`src/rtl/core/tcw_pkg.sv`:
```
// ----------------------------------------------------------------------------
// tcw_pkg
// Shared request codes, character codes and control types for the text
// console character writer.
// ----------------------------------------------------------------------------
package tcw_pkg;

  // Request codes
  localparam logic [1:0] REQ_PUT   = 2'd0;
  localparam logic [1:0] REQ_CLEAR = 2'd1;
  localparam logic [1:0] REQ_READ  = 2'd2;

  // Character codes
  localparam logic [7:0] CH_BS    = 8'h08;
  localparam logic [7:0] CH_TAB   = 8'h09;
  localparam logic [7:0] CH_LF    = 8'h0A;
  localparam logic [7:0] CH_CR    = 8'h0D;
  localparam logic [7:0] CH_SPACE = 8'h20;
  localparam logic [7:0] CH_LAST  = 8'h7F;

  // Attribute after reset: white on black
  localparam logic [7:0] ATTR_RESET = 8'h0F;

  // Cell store action decided by the cursor logic for one put beat
  typedef struct packed {
    logic wr_en;     // write one cell
    logic wr_blank;  // write a blank at the new cursor (else the byte at the old one)
    logic scroll;    // the step leaves the bottom row
  } tcw_act_t;

endpackage

```
`src/rtl/core/tcw_cursor.sv`:
```
// ----------------------------------------------------------------------------
// tcw_cursor
// Cursor update for one put beat: interprets the byte, computes the next
// column and row, and tells the top level which cell to write.
// ----------------------------------------------------------------------------
module tcw_cursor
  import tcw_pkg::*;
#(
  parameter int COLUMNS     = 80,
  parameter int ROWS        = 25,
  parameter int TAB_ADVANCE = 5,
  localparam int CW = $clog2(COLUMNS),
  localparam int RW = $clog2(ROWS)
) (
  input  logic [CW-1:0] col_i,
  input  logic [RW-1:0] row_i,
  input  logic [7:0]    char_i,
  output logic [CW-1:0] col_o,
  output logic [RW-1:0] row_o,
  output tcw_act_t      act_o
);

  logic [CW:0] tab_sum;
  logic [CW:0] inc_sum;
  logic        line_down;

  assign tab_sum = (CW+1)'(col_i) + (CW+1)'(TAB_ADVANCE);
  assign inc_sum = (CW+1)'(col_i) + (CW+1)'(1);

  // Decode the byte and move the cursor
  always_comb begin
    col_o     = col_i;
    row_o     = row_i;
    act_o     = '0;
    line_down = 1'b0;
    unique case (char_i)
      CH_BS: begin
        act_o.wr_en    = 1'b1;
        act_o.wr_blank = 1'b1;
        if (col_i != '0) begin
          col_o = col_i - CW'(1);
        end else if (row_i != '0) begin
          row_o = row_i - RW'(1);
          col_o = CW'(COLUMNS - 1);
        end
      end
      CH_TAB: begin
        if (tab_sum >= (CW+1)'(COLUMNS)) begin
          col_o     = CW'(tab_sum - (CW+1)'(COLUMNS));
          line_down = 1'b1;
        end else begin
          col_o = CW'(tab_sum);
        end
      end
      CH_CR: begin
        col_o = '0;
      end
      CH_LF: begin
        col_o     = '0;
        line_down = 1'b1;
      end
      default: begin
        if (char_i >= CH_SPACE && char_i <= CH_LAST) begin
          act_o.wr_en = 1'b1;
          if (inc_sum >= (CW+1)'(COLUMNS)) begin
            col_o     = '0;
            line_down = 1'b1;
          end else begin
            col_o = CW'(inc_sum);
          end
        end
      end
    endcase

    // Step down a row, or flag a scroll at the bottom
    if (line_down) begin
      if (row_i == RW'(ROWS - 1)) begin
        act_o.scroll = 1'b1;
      end else begin
        row_o = row_i + RW'(1);
      end
    end
  end

endmodule
```
`config.mk`:
```
export PLATFORM = sky130hd
export DESIGN_NAME = tcw_cursor
export DESIGN_NICKNAME = d
export VERILOG_FILES = /design/src/rtl/core/tcw_pkg.sv /design/src/rtl/core/tcw_cursor.sv
export SDC_FILE = /design/constraint.sdc
export NUM_CORES = 1
export LEC_CHECK = 0
export ABC_AREA = 1
export BUFFER_PORTS_ARGS = -buffer_cell sky130_fd_sc_hd__buf_4
export CAP_MARGIN = 20
export CORE_ASPECT_RATIO = 1.5
export CORE_MARGIN = 5
export CORE_UTILIZATION = 35
export DETAILED_ROUTE_END_ITERATION = 16
export MAX_ROUTING_LAYER = met4
export PLACE_DENSITY = 0.63
export SLEW_MARGIN = 20
export SYNTH_ARGS = -nofsm -noshare
export SYNTH_HDL_FRONTEND = slang
export SYNTH_SLANG_ARGS = --single-unit
```
`constraint.sdc`:
```
create_clock -name vclk -period 2.09
set_input_delay 0 -clock vclk [all_inputs]
set_output_delay 0 -clock vclk [all_outputs]
set_load 0.1 [all_outputs]
```
== Yosys cells after proc, flatten, opt, wreduce, memory -nomap -nowiden ==
Index checks and enable logic that the tools add are counted.
Word-level totals
  input port bits: 20
  bits in registers: 0
Operators by class
  $lt $le $gt $ge: 4
  $add $sub $neg: 6
  reduce and logical (&&, ||, !) cells: 6
  multiplexer cells: 20
  equality and inequality tests: 5
Operators by type and width (number)
  7-bit two-way mux: 5
  8-bit by 4-bit equality test with 1-bit output (second input constant): 4
  5-bit two-way mux: 5
  7-bit one-hot mux with 3 select lines: 1
  8-bit by 7-bit >= comparator with 1-bit output (second input constant): 2
  7-bit by 1-bit adder with 8-bit output (second input constant): 1
  7-bit by 3-bit adder with 8-bit output (second input constant): 1
  8-bit by 6-bit >= comparator with 1-bit output (second input constant): 1
  8-bit by 7-bit less-or-equal comparator with 1-bit output (second input constant): 1
  1-bit two-way mux: 7
  7-bit nonzero test: 1
  7-bit by 1-bit subtractor with 7-bit output (second input constant): 1
  7-bit subtractor (second input constant): 1
  5-bit by 1-bit adder with 5-bit output (second input constant): 1
  5-bit equality test (second input constant): 1
  5-bit nonzero test: 1
  5-bit by 1-bit subtractor with 5-bit output (second input constant): 1
  2-bit OR reduction: 2
  1-bit one-hot mux with 3 select lines: 1
  3-bit OR reduction: 1
  1-bit one-hot mux with 2 select lines: 1
  1-bit logical AND: 1

== Longest topological paths before layout ==
Gate-level depths: netlist of the first run.
  depth in word-level cells: 6
  depth in mapped cells: 18
  depth with buffers taken out: 18

== Worst setup path after synthesis of the first run ==
OpenSTA, ideal clock, no wires.
  path type: input port to output port
  from: input col_i[0]
  to: output act_o[0] (netlist name)
  stages on the path: 16
  slack: -593 ps
  data arrival time: 2683 ps
  path buffers: 0
  cells stage by stage: ha_1 > inv_1 > nand2_2 > nand2_1 > nand2_1 > nand2_1 > inv_1 > ha_1 > nand2_1 > nor2_1 > nand2_1 > nand3_2 > nand2_2 > nand2_2 > nand2_4 > a21oi_1
RTL lines
  start: declaration: line tcw_cursor.sv:15  | input logic [CW-1:0] col_i,
  end: declaration: line tcw_cursor.sv:20  | output tcw_act_t act_o

== Worst setup path after layout of the first run ==
  from: input col_i[0]
  to: output col_o[5]
Between the ends
  longest elaborated chain between the ends: 5
  elaborated cells on any way between the ends: 12
  those cells by class: add/sub: 4; order compare: 2; mux: 5; reduce/logical: 1
Ends and longest elaborated chain
  7-bit by 1-bit adder with 8-bit output: line tcw_cursor.sv:28  | assign inc_sum = (CW+1)'(col_i) + (CW+1)'(1);
  8-bit by 7-bit >= comparator with 1-bit output: line tcw_cursor.sv:65  | if (inc_sum >= (CW+1)'(COLUMNS)) begin
  7-bit two-way mux: line tcw_cursor.sv:65
  7-bit two-way mux: line tcw_cursor.sv:63  | if (char_i >= CH_SPACE && char_i <= CH_LAST) begin
  7-bit one-hot mux with 3 select lines *: line tcw_cursor.sv:36  | unique case (char_i)
  end: declaration: line tcw_cursor.sv:18  | output logic [CW-1:0] col_o,
Mark *: on every way between the ends. The rest lies on a longest branch, timed or not.

==> results of run 1 <==
-- layer usage --
layer | global-route usage (%) | up-vias | wire length, µm
li1 | - | 892 | -
met1 | 19.9 | 754 | 1590
met2 | 30.3 | 52 | 2140
met3 | 0.152 | 10 | 188
met4 | 5.44 | 0 | 177
met5 | - | - | 0
-- cell type report --
type / instances / area, µm² / share of cell area [%]
Multi-Input combinational cell: 209 / 1150 / 67.8
Timing Repair Buffer: 40 / 337 / 19.9
Tap cell: 43 / 53.8 / 3.18
Inverter: 40 / 155 / 9.17
-- final timing paths --
path,start,endpoint,slack (ps)
hold / removal,char_i[1],act_o[1],360
setup / recovery,col_i[0],col_o[5],220
-- cell usage after synthesis, types with 2 or more instances --
library cell and instances:
inv_2 6, nor3_1 4, ha_1 7, inv_1 31
nor2_2 4, xor2_1 6, o211ai_1 3, inv_4 2
o21ai_0 12, nand3_2 4, a31oi_1 2, a21oi_1 6
nor2_1 15, nand2_1 81, nand2_4 3, nand3_1 35
o21ai_2 3, nand4_1 6, nand2_2 9, buf_4 3
-- power by group through the flow --
stage	sequential (W)	combinational, W	clock, W
final	0	0.000492	0
after CTS	0	0.000476	0
after floorplan	0	0.000356	0
after global placement	0	0.000476	0
after global routing	0	0.000530	0
after detailed placement	0	0.000475	0
-- tightest hold or removal path: cells and delay by family --
family                 cells  cell delay (ps)
buffers and inverters      2              310
and+or+nand+nor            1               40
-- stage by stage --
stage / setup WS (ps) / instances
floorplan: 34.7 / 254
global placement: 164 / 332
detailed placement: 134 / 332
CTS: 125 / 332
global route: -2.60 / 332
finish: 220 / 332
-- logic make-up (layout without fill, tap and decap cells) --
logic type,Yosys count,in the layout
buffers and inverters,45,80
AOI/OAI and AO/OA,31,31
xor gates and xnor gates,6,6
adders and majority gates,7,7
and+or+nand+nor,165,165
-- repair_timing --
item / CTS / global route
setup endpoints to repair: 0 / 8
hold endpoints to repair: 0 / 0
gates resized for setup: 0 / 12
==> impl_metrics.tcl, run 1 <==
set metrics [dict create \
    power_leakage_nw 0.916 \
    finalPower_w 0.000492 \
    cts_setup_buffers 0 \
    syn_to_final_growth_pct 27.5 \
    synth_xor_area_share_pct 3.96 \
    ant_nets 0 \
    wl_per_cell_um 12.3 \
    wirelength_um 4090 \
    slowest_stage "buf_4" \
    yosys.area.top_type "nand2_1" \
    grt_pass1_vias 1562 \
    placed_cell_area_um2 1650 \
    synth_fp_nets 281 \
    vias 1708 \
    drive_above_1_share_pct 28.4 \
    drcViolationCount 0 \
    final_common_cell "nand2_1" \
    grt_pass1_wl_um 6890 \
    postLayoutCoreUtil_pct 45.9 \
    syn_area_um2 1330 \
    dr.pass1.iters 4 \
    max_stage_delay_ps 290 \
    layout_common_cells "80 x nand2_1, 35 x nand3_1, 35 x buf_4, 30 x inv_1, 15 x nor2_1" \
    relSlewSlack_pct 76.8 \
    critical_path.max_fanout 6 \
    rows 27 \
    p_int_w 0.000140 \
    hold_path.class "input pin to output pin" \
    whs_path_depth 3 \
    synth-compound-area-share_pct 15.2 \
    cp.required_ps 2090 \
    crit_cells 19 \
    crit_family "simple AND/OR/NAND/NOR gates" \
    die-area_um2 5150 \
    ioPinCount 35 \
    final_area_um2 1690 \
    place_congestion 0.928 \
    combPwrFrac_pct 100.0 \
    crit_path_cell_trace "buf_4, ha_2, inv_1, nand2_2, nand2_1, nand2_1, nand2_1, inv_2, ha_1, nand2_1, nor2_1, nand2_1, nand3_2, nand2_2, nand2_2, nand2_1, nand3_1, nand3_1, buf_4" \
    pwr_density_cell_nw_per_um2 291 \
    synthAdderAreaFrac_pct 6.60 \
    path_buf_inv 4 \
    viasPerCell 5.14 \
    hold_ws_ps 356 \
    chipHeight_um 85.4 \
    yosysWarnings 0 \
    p_seq_share_pct 0 \
    core_um2 3680 \
    ir_drop_v 0.000210 \
    nFillCells 406 \
    finalHoldViolCount 0 \
    ys_seq_area_share_pct 0 \
    synth_top_family_by_area "simple AND/OR/NAND/NOR gates" \
    crit_type "input pin to output pin" \
    period_minus_slack_ps 1870 \
    syn_avg_cell_area_um2 5.22 \
    grt_max_degree 11 \
    period_share_pct 89.5 \
    synthMuxAreaShare_pct 0 \
    grt_usage_pct 17.0 \
    tightest_slew_ps 345 \
    overflow 0 \
    dieWidth_um 60.3 \
    initialDrtViolationCount 73 \
    cp-start-kind "input pin" \
    io_buffers 35 \
    arrival_ps 1870 \
    seq_cells 0 \
    pwr-share-clk_pct 0 \
    synthSimpleGateAreaFrac_pct 59.6 \
    seqCellArea_um2 0 \
    ys_types 32 \
    start_util_pct 36.0 \
    power.switching_w 0.000352 \
    layout.nets 318 \
    synthTopCellsByArea "nand2_1 23%, nand3_1 13%, inv_1 8.8%" \
    antenna_found_initial 0 \
    crit_path_end_kind "output pin" \
    synth.top_cell.area_share_pct 22.9 \
    dp_hpwl_um 3520 \
    switching_share_pct 71.5 \
    postSynthCellCount 254 \
    path_common_cell "nand2_1" \
    postCtsHoldBufs 0 \
    maxSlewViolCount 0 \
    n_clock_buffer 0 \
    finalSetupViolations 0 \
    timing.fmax_mhz 535 \
    maxCapViolCount 0 \
    antenna_cells 0 \
    status "complete, no violations" \
    tns_ps 0 \
]
Note: power is estimated with default switching activity, not from simulation.
==> run 2: changes to the inputs <==
--- a/config.mk
+++ b/config.mk
@@ -8,7 +8,7 @@
 export ABC_AREA = 1
 export BUFFER_PORTS_ARGS = -buffer_cell sky130_fd_sc_hd__buf_4
 export CAP_MARGIN = 20
-export CORE_ASPECT_RATIO = 1.5
+export CORE_ASPECT_RATIO = 1.75
 export CORE_MARGIN = 5
 export CORE_UTILIZATION = 35
 export DETAILED_ROUTE_END_ITERATION = 16
==> run 2 against run 1 <==
Effect of this change: largest power group unchanged; die area grew 0.46%; sequential share of layout area unchanged; non-clock buffer count decreased by 1; highest routed layer unchanged; critical endpoint is now col_o[4]; wire length increased by 1.8%; setup slack better by 2.7 ps.
==> impl_metrics.tcl, run 2 (synthesis results as in run 1) <==
set metrics [dict create \
    timing.fmax_mhz 536 \
    start_util_pct 36.2 \
    finalSetupViolations 0 \
    grt_pass1_vias 1661 \
    maxSlewViolCount 0 \
    power_leakage_nw 0.911 \
    status "complete, no violations" \
    ant_nets 0 \
    seqCellArea_um2 0 \
    critPathCapture "col_o[4]" \
    vias 1698 \
    switching_share_pct 71.9 \
    critical_path.max_fanout 7 \
    seq_cells 0 \
    dieWidth_um 56.5 \
    power.switching_w 0.000353 \
    grt_pass1_wl_um 7100 \
    rows 29 \
    p_seq_share_pct 0 \
    tightest_slew_ps 359 \
    antenna_found_initial 0 \
    cp-start-kind "input pin" \
    syn_to_final_growth_pct 27.5 \
    final_common_cell "nand2_1" \
    worst_slack_ps 223 \
    grt_usage_pct 16.7 \
    final_area_um2 1690 \
    drive_above_1_share_pct 27.8 \
    wirelength_um 4170 \
    cp.required_ps 2090 \
    placed_cell_area_um2 1650 \
    hold_ws_ps 361 \
    layout_common_cells "81 x nand2_1, 35 x nand3_1, 34 x buf_4, 30 x inv_1, 15 x nor2_1" \
    place_congestion 0.957 \
    maxCapViolCount 0 \
    layout.nets 317 \
    pwr_density_cell_nw_per_um2 291 \
    antenna_cells 0 \
    initialDrtViolationCount 47 \
    io_buffers 35 \
    hold_path.class "input pin to output pin" \
    crit_path_end_kind "output pin" \
    tns_ps 0 \
    cts_setup_buffers 0 \
    p_int_w 0.000138 \
    period_minus_slack_ps 1870 \
    relSlewSlack_pct 75.8 \
    pwr-share-clk_pct 0 \
    drcViolationCount 0 \
    finalHoldViolCount 0 \
    ioPinCount 35 \
    grt_max_degree 11 \
    die-area_um2 5170 \
    chipHeight_um 91.4 \
    pre_cts_ws_ps 129 \
    postCtsHoldBufs 0 \
    combPwrFrac_pct 100.0 \
    viasPerCell 5.08 \
    n_clock_buffer 0 \
    overflow 0 \
    crit_type "input pin to output pin" \
    finalPower_w 0.000491 \
    critPathLaunch "col_i[1]" \
    period_share_pct 89.3 \
    dr.pass1.iters 4 \
    core_um2 3660 \
    rsz0062_at_grt "false" \
    dp_hpwl_um 3590 \
    wl_per_cell_um 12.5 \
    ir_drop_v 0.000214 \
    arrival_ps 1870 \
]
run 2: worst min-delay path by stage:
stage	slack, ps	end	from	cells past startpoint
after global routing	380	act_o[1]	char_i[1]	3
after floorplan	180	act_o[1]	char_i[1]	1
after CTS	370	act_o[1]	char_i[1]	3
after global placement	370	act_o[1]	char_i[1]	3
after detailed placement	370	act_o[1]	char_i[1]	3
final	360	act_o[1]	char_i[1]	3
run 2: power by group through the flow:
stage                     Sequential, W  Combinational, W  Clock (W)
after CTS                             0          0.000478          0
after detailed placement              0          0.000476          0
after global routing                  0          0.000527          0
final                                 0          0.000491          0
after floorplan                       0          0.000356          0
after global placement                0          0.000476          0
run 2: repair_timing:
action                                 CTS  global route
endpoints found under the hold margin    0             0
resized for setup                        0            11
setup endpoints to repair                0             8
run 2: cell type report:
class              instances  area, µm²
well taps                 46       57.6
inverters                 40        155
repair buffers            39        324
fillers                  421       1970
multi-input cells        209       1150
run 2: through the flow:
stage               util (%)  cells
finish                  46.1    334
global route            46.1    334
CTS                     44.9    334
detailed placement      44.9    334
global placement        44.9    334
floorplan                  -    254
run 2: critical path, stage by stage:
cell     delay, ps
buf_4          150
ha_4           170
inv_1           70
nand2_2         70
nand2_1         80
nand2_1         50
nand2_1        120
inv_2           70
ha_1           180
nand2_1         50
nor2_1          40
nand2_1         70
nand3_2         60
nand2_2         80
nand2_2         80
nand2_1         70
nand3_1         70
nand3_1         90
buf_4          290
run 2: routing by layer:
metal / global-route usage, % / vias to the layer above / routed length [µm]
li1: - / 897 / -
met1: 16.2 / 756 / 1590
met2: 34.0 / 35 / 2310
met3: 0.426 / 10 / 116
met4: 5.35 / 0 / 153
met5: - / - / 0
==> run 3: changes to the inputs <==
--- a/config.mk
+++ b/config.mk
@@ -13,7 +13,7 @@
 export CORE_UTILIZATION = 35
 export DETAILED_ROUTE_END_ITERATION = 16
 export MAX_ROUTING_LAYER = met4
-export PLACE_DENSITY = 0.63
+export PLACE_DENSITY = 0.6
 export SLEW_MARGIN = 20
 export SYNTH_ARGS = -nofsm -noshare
 export SYNTH_HDL_FRONTEND = slang
==> run 3 against run 2 <==
Effect of this change: non-clock buffer count shrank 1; critical path depth increased by 1; fmax increased by 1.7%; power rose by 0.41%; hold slack lost 1.7 ps; sequential share of layout area unchanged; via count is 0.29% higher; global-route usage fell by 0.15 points; cell count shrank 0.30%; core utilization is essentially flat; die area stayed put; critical path type unchanged.
==> impl_metrics.tcl, run 3 (synthesis results as in run 1) <==
set metrics [dict create \
    status "complete, no violations" \
    n_clock_buffer 0 \
    vias 1703 \
    cp-start-kind "input pin" \
    dieWidth_um 56.5 \
    crit_type "input pin to output pin" \
    maxSlewViolCount 0 \
    worst_slack_ps 253 \
    rows 29 \
    syn_to_final_growth_pct 27.5 \
    layout.nets 316 \
    grt_pass1_wl_um 7040 \
    relSlewSlack_pct 63.0 \
    nFillCells 426 \
    seq_cells 0 \
    critPathCapture "row_o[2]" \
    pre_cts_ws_ps 141 \
    ctsResizeCount 0 \
    die-area_um2 5170 \
    grt_pass1_vias 1697 \
    tightest_slew_ps 555 \
    ir_drop_v 0.000203 \
    power_leakage_nw 0.910 \
    finalPower_w 0.000493 \
    ioPinCount 35 \
    postCtsHoldBufs 0 \
    overflow 0 \
    antenna_cells 0 \
    drive_above_1_share_pct 27.5 \
    wl_per_cell_um 12.5 \
    grt_usage_pct 16.6 \
    core_um2 3660 \
    wirelength_um 4180 \
    start_util_pct 36.2 \
    numPlacedInstances 333 \
    chipHeight_um 91.4 \
    initialDrtViolationCount 32 \
    place_congestion 0.966 \
    dr.pass1.iters 4 \
    cts_setup_buffers 0 \
    hold_path.class "input pin to output pin" \
    timing.fmax_mhz 544 \
    tns_ps 0 \
    arrival_ps 1840 \
    drcViolationCount 0 \
    critPathLaunch "col_i[1]" \
    dp_hpwl_um 3610 \
    ant_nets 0 \
    rsz0062_at_grt "false" \
    seqCellArea_um2 0 \
    layout_common_cells "81 x nand2_1, 35 x nand3_1, 32 x buf_4, 30 x inv_1, 15 x nor2_1" \
    period_share_pct 87.9 \
    viasPerCell 5.11 \
    antenna_found_initial 0 \
    period_minus_slack_ps 1840 \
    io_buffers 35 \
    final_common_cell "nand2_1" \
    cp.required_ps 2090 \
    critical_path.max_fanout 7 \
    grt_max_degree 11 \
    pwr_density_cell_nw_per_um2 292 \
    crit_path_end_kind "output pin" \
    finalSetupViolations 0 \
    finalHoldViolCount 0 \
    maxCapViolCount 0 \
    layoutNonFillerInstCount 333 \
]
## run 3: cell count changes in the layout (fill, tap and decap cells not counted), sizes merged
cell,previous run,this run
buf,39,38
## run 3: layer usage
metal / vias up / GRT usage (%) / part of all wire, %
met3: 18 / 1.13 / 4.4
met2: 49 / 31.7 / 54
met5: - / - / 0
met1: 743 / 15.4 / 35
li1: 893 / - / -
met4: 0 / 10.1 / 7.1
## run 3: layout make-up
cell class	instances	area, µm²	share of cell area [%]
Timing Repair Buffer	38	325	19.2
Multi-Input combinational cell	209	1150	68.2
Inverter	40	155	9.17
Tap cell	46	57.6	3.40
## run 3: worst min path at each step
| stage | start | endpoint | depth (start not counted) |
|---|---|---|---|
| after CTS | char_i[1] | act_o[1] | 3 |
| after global routing | char_i[1] | act_o[1] | 3 |
| after detailed placement | char_i[1] | act_o[1] | 3 |
| final | char_i[1] | act_o[1] | 3 |
| after global placement | char_i[1] | act_o[1] | 3 |
| after floorplan | char_i[1] | act_o[1] | 1 |
## run 3: power breakdown
| part | total [W] | internal [W] | switching [W] | leakage [nW] |
|---|---|---|---|---|
| Clock | 0 | 0 | 0 | 0 |
| Combinational | 0.000493 | 0.000140 | 0.000354 | 0.910 |
| Sequential | 0 | 0 | 0 | 0 |
## run 3: metrics by stage
stage / hold slack (ps) / instance area, µm² / utilization (%)
global route: 371 / 1690 / 46.2
CTS: 360 / 1640 / 44.7
global placement: 361 / 1640 / 44.7
finish: 359 / 1690 / 46.2
floorplan: 184 / 1340 / -
detailed placement: 361 / 1640 / 44.7
## run 3: critical path, cell delays in order
cell and delay [ps]:
buf_4 150, ha_4 170, inv_1 60, nand2_2 70
nand2_1 70, nand2_1 50, nand2_1 120, inv_2 70
ha_1 180, nand2_1 50, nor2_1 40, nand2_1 70
nand3_2 60, nand2_2 80, nand2_2 80, nand2_4 120
nand2_4 70, nand2_1 70, nand2_1 80, buf_12 180
